<file path="src/rtl/core/tts_pkg.sv">
`timescale 1ns / 1ps
`default_nettype none
// ----------------------------------------------------------------------------
// Tridiagonal solver package
// Shared constants, codes and control types for the tridiagonal solver.
// ----------------------------------------------------------------------------
package tts_pkg;

	localparam int DefMaxSize    = 64;
	localparam int DefValueWidth = 32;
	localparam int FracBits      = 16;
	localparam int CfgIdxWidth   = 2;
	localparam int CfgDataWidth  = 32;
	localparam int SizeWidth     = 7;

	localparam logic [CfgIdxWidth-1:0] RegDiagonal = 2'd0;
	localparam logic [CfgIdxWidth-1:0] RegSize     = 2'd1;
	localparam logic [CfgIdxWidth-1:0] RegStartNeu = 2'd2;
	localparam logic [CfgIdxWidth-1:0] RegEndNeu   = 2'd3;

	typedef struct packed {
		logic load_row;
		logic piv_calc;
		logic div_start;
		logic div_sel_y;
		logic y_write;
		logic bs_init;
		logic bs_read;
		logic bs_mul;
		logic bs_upd;
		logic out_emit;
		logic solve_end;
	} tts_cmd_t;

	typedef struct packed {
		logic div_done;
		logic row_last;
		logic bs_first;
		logic bs_zero;
	} tts_sts_t;

endpackage
`default_nettype wire

</file>
<file path="src/rtl/core/tts_ctrl.sv">
`timescale 1ns / 1ps
`default_nettype none
// ----------------------------------------------------------------------------
// Tridiagonal solver controller
// Sequences one forward-sweep row per item and the back substitution.
// ----------------------------------------------------------------------------
module tts_ctrl (
	input  wire logic            clk,
	input  wire logic            arst_n,
	input  wire logic            start,
	output logic                 busy,
	input  tts_pkg::tts_sts_t    sts,
	output tts_pkg::tts_cmd_t    cmd
);
	import tts_pkg::*;

	localparam logic [3:0] StIdle  = 4'd0;
	localparam logic [3:0] StPiv   = 4'd1;
	localparam logic [3:0] StDivC  = 4'd2;
	localparam logic [3:0] StWaitC = 4'd3;
	localparam logic [3:0] StDivY  = 4'd4;
	localparam logic [3:0] StWaitY = 4'd5;
	localparam logic [3:0] StBsRd  = 4'd6;
	localparam logic [3:0] StBsMul = 4'd7;
	localparam logic [3:0] StBsUpd = 4'd8;
	localparam logic [3:0] StOut   = 4'd9;
	localparam logic [3:0] StOutRd = 4'd10;

	logic [3:0] state_q;
	logic [3:0] state_d;

	always_comb begin
		state_d = state_q;
		cmd     = '0;
		unique case (state_q)
			StIdle: begin
				if (start) begin
					cmd.load_row = 1'b1;
					state_d = StPiv;
				end
			end
			StPiv: begin
				cmd.piv_calc = 1'b1;
				state_d = sts.row_last ? StDivY : StDivC;
			end
			StDivC: begin
				cmd.div_start = 1'b1;
				state_d = StWaitC;
			end
			StWaitC: begin
				if (sts.div_done) state_d = StDivY;
			end
			StDivY: begin
				cmd.div_start = 1'b1;
				cmd.div_sel_y = 1'b1;
				state_d = StWaitY;
			end
			StWaitY: begin
				cmd.div_sel_y = 1'b1;
				if (sts.div_done) begin
					cmd.y_write = 1'b1;
					if (sts.row_last) begin
						cmd.bs_init = 1'b1;
						state_d = sts.bs_zero ? StOutRd : StBsRd;
					end else begin
						state_d = StIdle;
					end
				end
			end
			StBsRd: begin
				cmd.bs_read = 1'b1;
				state_d = StBsMul;
			end
			StBsMul: begin
				cmd.bs_mul = 1'b1;
				state_d = StBsUpd;
			end
			StBsUpd: begin
				cmd.bs_upd = 1'b1;
				state_d = sts.bs_zero ? StOutRd : StBsRd;
			end
			StOutRd: begin
				cmd.bs_read = 1'b1;
				state_d = StOut;
			end
			StOut: begin
				cmd.out_emit = 1'b1;
				if (sts.bs_first) begin
					cmd.solve_end = 1'b1;
					state_d = StIdle;
				end else begin
					state_d = StOutRd;
				end
			end
			default: state_d = StIdle;
		endcase
	end

	always_ff @(posedge clk or negedge arst_n) begin
		if (!arst_n) state_q <= StIdle;
		else state_q <= state_d;
	end

	assign busy = (state_q != StIdle);

endmodule
`default_nettype wire

</file>
<file path="config.mk">
export PLATFORM = sky130hd
export DESIGN_NAME = tts_ctrl
export DESIGN_NICKNAME = d
export VERILOG_FILES = /design/src/rtl/core/tts_pkg.sv /design/src/rtl/core/tts_ctrl.sv
export SDC_FILE = /design/constraint.sdc
export NUM_CORES = 1
export LEC_CHECK = 0
export BUFFER_PORTS_ARGS = -buffer_cell sky130_fd_sc_hd__buf_2
export CORE_AREA = 2 2 39 41
export CTS_BUF_LIST = sky130_fd_sc_hd__clkbuf_4 sky130_fd_sc_hd__clkbuf_8
export CTS_CLUSTER_SIZE = 25
export DETAILED_ROUTE_END_ITERATION = 12
export DIE_AREA = 0 0 41 43
export SLEW_MARGIN = 20
export SYNTH_ARGS = -nofsm -noshare
export SYNTH_HDL_FRONTEND = slang
export SYNTH_SLANG_ARGS = --single-unit
</file>
<file path="constraint.sdc">
create_clock -name clk -period 1.4 [get_ports clk]
set_input_delay 0.14 -clock clk [delete_from_list [all_inputs] [get_ports clk]]
set_output_delay 0.14 -clock clk [all_outputs]
set_load 0.1 [all_outputs]
</file>
==> summary.md, run 1 <==
| Metric | Value |
|---|---|
| WL per Instance | `approximately 13 um` |
| Hold Fails Final Rpt | `0` |
| Via count | `between 500 and 600` |
| Number of synthesized flops with an enable pin | `0` |
| Drc violations | `0` |
| CP max FO | `3` |
| Fin crit share | `1.19` |
| Remaining Overflow, GRT | `0` |
| Placed Cells | `102` |
| CTS tree | `yes` |
| Largest registers | `state_q: 4 flops` |
| First-pass GRT wire length | `roughly 2.4 mm` |
| Clock transition at the registers of the reported paths | `roughly 0.040 ns` |
| Post-layout nets | `108` |
| Final Non-Filler Cells | `about 120` |
| Starting Density | `0.331` |
| Fmax | `around 0.60 GHz` |
| Actual slew at the worst max-slew pin | `0.284 ns` |
| H-Tree Depth | `1` |
| Violated checks | `negative setup slack` |
| Ant diodes | `0` |
| Post-route cell area | `1040 sq um` |
| Routed Antenna Nets | `0` |
| Register area | `100 sq um` |
| Synth top cells by count | `nor2_1, a21oi_1, buf_2, dfrtp_1, nand2_1` |
| Crit start category | `register` |
| Die Wd | `41 um` |
| Mean Syn Cell Area | `7.27 sq um` |
| Max-slew violations | `0` |
| Required @ worst endpoint | `1.26 ns` |
| Vias in the first global route | `535` |
| CTS buffer count | `3` |
| GP Congestion | `0.801` |
| Core Region | `about 1400 sq um` |
| Row cnt | `14` |
| Share of cells above drive strength 1 | `0.606` |
| GRT Util Overall | `0.200` |
| Cells on worst reg2reg path | `4` |
| Rel. slew slack | `0.810` |
| Area post-placement | `878 sq um` |
| R2r startpoint | `state_q[1]` |
| Iteration-0 DRC Markers | `10` |
| DR vias/cell | `5.16` |
| Num ports | `19` |
| Warnings from Yosys | `0` |
| Most flop-heavy register | `state_q` |
| Crit end category | `output pin` |
| Initial antenna violation count | `0` |
| Yosys top cell by area | `dfrtp_1` |
| Max Cap Violations | `0` |
| Final Skew | `0.00925 ns` |
| Worst min-delay path endpoint | `state_q[3]` |
| Skew-Pair Late Insertion Delay | `0.24 ns` |
| R2r setup slk | `-0.16 ns` |
| Number of port buffers | `18` |
| Crit Path Category | `register to output pin` |
| Min Clock Period, post-route | `approximately 1.7 ns` |
| Synth area leaders | `dfrtp_1, nor2_1, a21oi_1` |
| Syn_nets | `70` |
| Netlist Area Pre-Place | `458 sq um` |
| Synth cell types | `30` |
| Largest net degree at the start of global routing | `11` |
| Hold depth | `3` |
| Fill count | `94` |
| Post-layout util | `0.752` |
| Status | `finished, violations left` |
| Data arrival time of the worst path | `between 1.5 and 2 ns` |
| HP Start | `sts[0]` |
| Worst R2R End | `state_q[2]` |
| Min setup slack post-route | `-0.262 ns` |
| Syn-to-layout area delta | `127%` |
| Die height | `43 um` |
| Routed WL | `1.50 mm` |
| Top cell type's share of synthesized area | `0.219` |
| Sink Count | `4` |
| Fin Hold WS | `0.191 ns` |
| HPWL Detailed | `1.01 mm` |
| Most used DFF post-synth | `dfrtp_1` |
| Count leader, synth | `nor2_1` |
| Root Buffer | `clkbuf_4` |
| Max FFs per register | `4` |
| Hold crit path type | `input port to register` |
| CTS Buffer Depth | `2` |
| Yosys reg bits | `4` |
| Syn Inst Count | `63` |
| Area of the multi-input gates | `~460 sq um` |
| Post-synthesis sequential area ratio | `0.219` |
| Setup violations, final | `15` |
| Die area | `1760 sq um` |
| DRT Pass-1 Iters | `4` |
| Async SR Flop Fraction | `1.00` |
| RSZ-0062 raised after global routing | `yes` |
## placed cells by master, fill, tap and decap left out, drive strengths merged, types with 2 or more instances in the layout
cell,n
a21oi,5
nor2,10
dfrtp,4
nor3b,2
nand2b,3
inv,2
nand2,4
or4,2
and2,2
clkbuf,3
xnor2,2
nor3,2
nor2b,3
o21ai,3
buf,37
## worst max path at each step
stage	from	to	slack, ns	cells after the start
4_1_cts	state_q[1]	cmd[10]	-0.24	3
3_5_place_dp	state_q[0]	state_q[2]	-0.02	3
2_1_floorplan	state_q[2]	state_q[3]	-0.51	5
3_3_place_gp	state_q[0]	busy	0.002	2
5_1_grt	state_q[1]	cmd[10]	-0.31	3
6_report	state_q[1]	cmd[10]	-0.26	3
## logic make-up (layout without fill, tap and decap cells)
group | after synthesis | after routing | share of synthesized area
compound gates | 17 | 17 | 0.265
simple gates | 33 | 33 | 0.407
xor+xnor | 2 | 2 | 0.0383
flops | 4 | 4 | 0.219
buf+inv | 7 | 43 | 0.0710
## critical path, cell delays in order, from the launching register on
cell     delay (ns)
dfrtp_1        0.41
or4_4          0.57
nor2_4         0.12
buf_12         0.18
## stage by stage
stage	setup TNS (ns)	setup slack, ns
after global routing	-2.96	-0.306
final	-2.06	-0.262
after floorplan	-3.47	-0.512
after CTS	-1.92	-0.238
after global placement	0	0.00159
after detailed placement	-0.0334	-0.0179
## timing repair
item,in CTS,in global routing
buffers inserted,3,6
hold buffers,1,0
pin swaps,3,5
endpoints found under the hold margin,4,0
endpoints found under the setup margin,14,15
gates resized for setup,8,6
## metal layers
layer | part of all wire | track usage | vias up | wire [um]
met3 | 0.035 | 0.0262 | 2 | 53
met2 | 0.53 | 0.297 | 16 | 798
met5 | 0 | 0 | - | 0
met4 | 0.013 | 0.120 | 0 | 20
met1 | 0.42 | 0.261 | 275 | 627
li1 | - | - | 300 | -
## area by class of cell
cell class | count | area share
Tap cell | 16 | 0.0192
Sequential cell | 4 | 0.0962
Clock buffer | 3 | 0.0216
Inverter | 2 | 0.00721
Timing Repair Buffer | 38 | 0.412
Multi-Input combinational cell | 52 | 0.444
Power of run 1 is not shown: default switching activity piles up to over one toggle a cycle in this logic, so the estimate is an artifact.
==> inputs of run 2 (changes only) <==
Settings changed: CORE_AREA 2 2 39 41 to 5 5 42 44, DIE_AREA 0 0 41 43 to 0 0 47 49.
==> run 2 against run 1 <==
  * The run still ends with negative setup slack left
  * Non-clock buffer count is 1 lower
  * Critical path depth did not move
  * Clock-buffer cell count unchanged
  * Via count rose by 0.84%
  * Hold slack better by 0.011 ns
  * Fmax about the same
  * Critical path type unchanged
  * Setup slack improved by 0.00082 ns
==> summary.md, run 2 (synthesized netlist as in run 1, its figures left out) <==
| Metric | Value |
|---|---|
| Max Cap Violations | `0 (unchanged)` |
| Starting Density | `0.327 (-0.00414)` |
| Required @ worst endpoint | `1.26 ns (about the same)` |
| Register area | `101 sq um (+1.2%)` |
| Final Skew | `0.000727 ns (-0.00852 ns)` |
| Worst R2R End | `state_q[2]` |
| Remaining Overflow, GRT | `0 (unchanged)` |
| DRT Pass-1 Iters | `4 (unchanged)` |
| Critical path endpoint | `cmd[10]` |
| GP Congestion | `0.892 (+11%)` |
| First-pass GRT wire length | `2.46 mm (+2.9%)` |
| Most frequent cells in the layout | `buf_4, buf_12, nor2_1` |
| H-Tree Depth | `1 (unchanged)` |
| Critical path launch point | `state_q[1]` |
| Fill count | `108 (+15%)` |
| Routed WL | `1.56 mm (+4.2%)` |
| WL per Instance | `13.7 um (+5.1%)` |
| Post-layout nets | `107 (-0.93%)` |
| TNS Setup | `-1.63 ns (+0.425 ns)` |
| Ant diodes | `0 (unchanged)` |
| Data arrival time of the worst path | `1.52 ns (about the same)` |
| Iteration-0 DRC Markers | `7 (-3)` |
| CTS buffer count | `3 (unchanged)` |
| Die area | `2300 sq um (+31%)` |
| Largest registers | `state_q: 4 flops` |
| Row cnt | `14 (unchanged)` |
| Syn-to-layout area delta | `124%` |
| Clock transition at the registers of the reported paths | `0.03 ns (about the same)` |
| Crit end category | `output pin` |
| Initial antenna violation count | `0 (unchanged)` |
| Crit start category | `register` |
| Vias in the first global route | `563 (+5.2%)` |
| Max FFs per register | `4 (unchanged)` |
| Max-slew violations | `0 (unchanged)` |
| Commonest non-fill, non-tap cell in the layout | `buf_4` |
| HPWL Detailed | `1.11 mm (+10%)` |
| Hold Fails Final Rpt | `0 (unchanged)` |
| Share of cells above drive strength 1 | `0.592 (-0.0142)` |
| CTS tree | `yes` |
| Crit Path Category | `register to output pin` |
| RSZ-0062 raised after global routing | `yes` |
| Fin crit share | `1.19 (about the same)` |
| Num ports | `19 (unchanged)` |
| Routed Antenna Nets | `0 (unchanged)` |
| Hold crit path type | `input port to register` |
| DR vias/cell | `5.25 (+1.7%)` |
| Most flop-heavy register | `state_q` |
| Root Buffer | `clkbuf_4` |
| Largest net degree at the start of global routing | `14 (+3)` |
| GRT Util Overall | `0.144 (-0.0560)` |
| Core Region | `1400 sq um (+1.3%)` |
| R2r setup slk | `-0.06 ns (+0.10 ns)` |
| Status | `finished, violations left` |
| Die Wd | `47 um (+15%)` |
| CP max FO | `3 (unchanged)` |
| Violated checks | `negative setup slack` |
| Die height | `49 um (+14%)` |
| Fmax | `0.602 GHz (about the same)` |
| Number of port buffers | `18 (unchanged)` |
| CTS Buffer Depth | `2 (unchanged)` |
| Min setup slack post-route | `-0.261 ns (+0.000819 ns)` |
| Cells on worst reg2reg path | `6 (+2)` |
| Drc violations | `0 (unchanged)` |
| Via count | `598 (+0.84%)` |
| Sink Count | `4 (unchanged)` |
| Skew-Pair Late Insertion Delay | `0.23 ns (about the same)` |
| R2r startpoint | `state_q[2]` |
| Rel. slew slack | `0.804 (-0.00516)` |
| Setup violations, final | `15 (unchanged)` |
| Area of the multi-input gates | `447 sq um (-3.3%)` |
| Actual slew at the worst max-slew pin | `0.292 ns (+0.00771 ns)` |
| Min Clock Period, post-route | `1.66 ns (-0.000819 ns)` |
[run 2: cell types whose count changed in the layout (fill, tap and decap cells not counted), sizes merged]
cell | before | now
buf | 37 | 36
[run 2: worst max-delay path, stage by stage (launching register included)]
cell and delay (ns):
dfrtp_1 0.40, or4_4 0.58, nor2_4 0.13, buf_12 0.18
[run 2: routing by layer]
layer / wire [um] / GRT usage / share of wire / vias to the layer above
met5: 0 / 0 / 0 / -
met4: 34 / 0.0645 / 0.022 / 0
met3: 76 / 0.0295 / 0.049 / 5
met2: 820 / 0.219 / 0.52 / 16
met1: 631 / 0.187 / 0.40 / 280
li1: - / - / - / 297
[run 2: final cells by class]
| cell class | count | area share |
|---|---|---|
| Inverter | 2 | 0.00731 |
| Multi-Input combinational cell | 52 | 0.435 |
| Tap cell | 16 | 0.0195 |
| Clock buffer | 3 | 0.0219 |
| Timing Repair Buffer | 37 | 0.418 |
| Sequential cell | 4 | 0.0987 |
[run 2: how the worst min path moves through the flow]
stage	startpoint	endpoint	slack (ns)	depth (start not counted)
2_1_floorplan	arst_n	state_q[0]	-0.16	0
3_3_place_gp	arst_n	state_q[3]	-0.06	1
3_5_place_dp	arst_n	state_q[3]	-0.05	1
4_1_cts	sts[0]	state_q[3]	0.18	3
5_1_grt	sts[3]	state_q[2]	0.22	2
6_report	sts[0]	state_q[3]	0.20	3
[run 2: timing repair]
item,in CTS,in global routing
endpoints found under the hold margin,4,0
buffers inserted,0,5
endpoints found under the setup margin,12,15
pin swaps,0,4
resized for setup,5,10
hold buffers,1,0
[run 2: stage by stage]
stage / setup WS [ns] / utilization / cells / instance area (sq um) / hold slack, ns
detailed placement: 0.0151 / 0.643 / 105 / 901 / -0.0515
global route: -0.301 / 0.733 / 114 / 1030 / 0.221
floorplan: -0.512 / - / 63 / 571 / -0.156
global placement: 0.0150 / 0.643 / 105 / 901 / -0.0552
finish: -0.261 / 0.733 / 114 / 1030 / 0.202
CTS: -0.228 / 0.679 / 109 / 952 / 0.178
Power of run 2 is left out for the same reason.
==> inputs of run 3 (changes only) <==
Settings changed: PLACE_DENSITY_LB_ADDON set to 0.1.
==> run 3 against run 2 <==
  * The flow still finishes with violations (negative setup slack)
  * Cell area rose by 3.2%
  * Clock skew rose by 0.0074 ns
  * First-iteration DRC count rose by 140%
  * Critical path depth did not move
  * Fmax rose by 1.4%
  * Utilization rose by 2.3 points
  * Cell count fell by 2.6%
  * Via count did not move
  * Die area did not move
  * Global-route usage rose by 1.1 points
  * Non-clock buffer count fell by 3
  * Hold slack got worse by 0.0094 ns
  * Largest cell class unchanged
==> summary.md, run 3 (synthesized netlist as in run 1, its figures left out) <==
| Metric | Value |
|---|---|
| Status | `finished, violations left` |
| Violated checks | `negative setup slack` |
| Ant diodes | `0 (unchanged)` |
| Hold crit path type | `input port to register` |
| Min Clock Period, post-route | `1.64 ns (-0.0231 ns)` |
| First-pass GRT wire length | `2.68 mm (+9.0%)` |
| Max-slew violations | `0 (unchanged)` |
| Most flop-heavy register | `state_q` |
| Final Non-Filler Cells | `111 (-2.6%)` |
| Post-layout nets | `104 (-2.8%)` |
| Cells on worst reg2reg path | `4 (-2)` |
| Via count | `598 (unchanged)` |
| Rel. slew slack | `0.795 (-0.00889)` |
| WL per Instance | `14.7 um (+7.4%)` |
| Iteration-0 DRC Markers | `17 (+10)` |
| Core Region | `1400 sq um (unchanged)` |
| Row cnt | `14 (unchanged)` |
| H-Tree Depth | `1 (unchanged)` |
| Vias in the first global route | `585 (+3.9%)` |
| Max FFs per register | `4 (unchanged)` |
| Placed Cells | `102 (-2.9%)` |
| HPWL Detailed | `1.12 mm (+0.65%)` |
| Die area | `2300 sq um (unchanged)` |
| RSZ-0062 raised after global routing | `yes` |
| TNS Setup | `-1.94 ns (-0.306 ns)` |
| Crit end category | `output pin` |
| Critical path endpoint | `cmd[10]` |
| GRT Util Overall | `0.155 (+0.0112)` |
| Critical path launch point | `state_q[1]` |
| Remaining Overflow, GRT | `0 (unchanged)` |
| Largest net degree at the start of global routing | `13 (-1)` |
| Crit Path Category | `register to output pin` |
| Required @ worst endpoint | `1.26 ns (about the same)` |
| Clock transition at the registers of the reported paths | `0.04 ns (about the same)` |
| Skew-Pair Late Insertion Delay | `0.24 ns (about the same)` |
| CP max FO | `3 (unchanged)` |
| Routed WL | `1.64 mm (+4.6%)` |
| Sink Count | `4 (unchanged)` |
| GP Congestion | `0.865 (-3.1%)` |
| DRT Pass-1 Iters | `4 (unchanged)` |
| Starting Density | `0.327 (unchanged)` |
| Root Buffer | `clkbuf_4` |
| Num ports | `19 (unchanged)` |
| Setup violations, final | `15 (unchanged)` |
| Min setup slack post-route | `-0.238 ns (+0.0231 ns)` |
| Drc violations | `0 (unchanged)` |
| Fin crit share | `1.17 (-0.0165)` |
| Die height | `49 um (unchanged)` |
| Commonest non-fill, non-tap cell in the layout | `buf_12` |
| DR vias/cell | `5.39 (+2.7%)` |
| Actual slew at the worst max-slew pin | `0.305 ns (+0.0133 ns)` |
| HP Start | `sts[0]` |
| CTS tree | `yes` |
| Max Cap Violations | `0 (unchanged)` |
| Worst R2R End | `state_q[2]` |
| Data arrival time of the worst path | `1.50 ns (-0.02 ns)` |
| Most frequent cells in the layout | `buf_12, buf_4, buf_6` |
| R2r setup slk | `-0.17 ns (-0.11 ns)` |
| R2r startpoint | `state_q[1]` |
| Largest registers | `state_q: 4 flops` |
| Share of cells above drive strength 1 | `0.653 (+0.0608)` |
| CTS Buffer Depth | `2 (unchanged)` |
| Initial antenna violation count | `0 (unchanged)` |
| Crit start category | `register` |
| Hold Fails Final Rpt | `0 (unchanged)` |
| Routed Antenna Nets | `0 (unchanged)` |
| Fmax | `0.610 GHz (+1.4%)` |
| Syn-to-layout area delta | `131%` |
| CTS buffer count | `3 (unchanged)` |
| Final Skew | `0.00816 ns (+0.00744 ns)` |
| Number of port buffers | `18 (unchanged)` |
| Die Wd | `47 um (unchanged)` |
-- run 3: cell count changes in the layout (fill, tap and decap cells not counted), moves of 2 or more --
cell / before / now
buf_6: 5 / 7
buf_4: 13 / 9
nor2b_2: 0 / 2
nor2b_1: 3 / 1
a21oi_2: 1 / 4
a21oi_1: 4 / 1
-- run 3: how the worst min path moves through the flow --
| stage | to | slack [ns] | cells after the start |
|---|---|---|---|
| 6_report | state_q[3] | 0.19 | 3 |
| 5_1_grt | state_q[3] | 0.22 | 3 |
| 4_1_cts | state_q[3] | 0.18 | 3 |
| 3_5_place_dp | state_q[1] | -0.05 | 1 |
| 3_3_place_gp | state_q[3] | -0.05 | 1 |
| 2_1_floorplan | state_q[0] | -0.16 | 0 |
-- run 3: layer usage --
layer | routed length [um] | GRT usage | up-vias
li1 | - | - | 295
met3 | 56 | 0.0111 | 2
met4 | 17 | 0.0691 | 0
met5 | 0 | 0 | -
met2 | 851 | 0.240 | 16
met1 | 709 | 0.211 | 285
-- run 3: cell type report --
class,instances,area (sq um)
multi-input cells,52,503
fillers,103,342
repair buffers,34,407
flip-flops and latches,4,100
clock buffers,3,22.5
well taps,16,20.0
inverters,2,7.51
-- run 3: stage by stage --
| stage | instance area (sq um) | utilization | setup slack, ns | hold WS [ns] |
|---|---|---|---|---|
| 2_1_floorplan | 571 | - | -0.512 | -0.156 |
| 3_5_place_dp | 878 | 0.627 | -0.0120 | -0.0513 |
| 4_1_cts | 1010 | 0.724 | -0.244 | 0.178 |
| 6_report | 1060 | 0.756 | -0.238 | 0.192 |
| 3_3_place_gp | 878 | 0.627 | 0.00673 | -0.0550 |
| 5_1_grt | 1060 | 0.756 | -0.299 | 0.215 |
-- run 3: critical path, cell delays in order (launching register included) --
cell	delay, ns
dfrtp_1	0.39
or4_4	0.57
nor2_4	0.13
buf_12	0.18
-- run 3: timing repair --
| item | in CTS | in global routing |
|---|---|---|
| resized for setup | 16 | 8 |
| endpoints found under the setup margin | 14 | 15 |
| hold buffers | 1 | 0 |
| hold endpoints to repair | 4 | 0 |
| buffers inserted | 4 | 1 |
| pin swaps | 4 | 3 |
Power of run 3 is left out for the same reason.
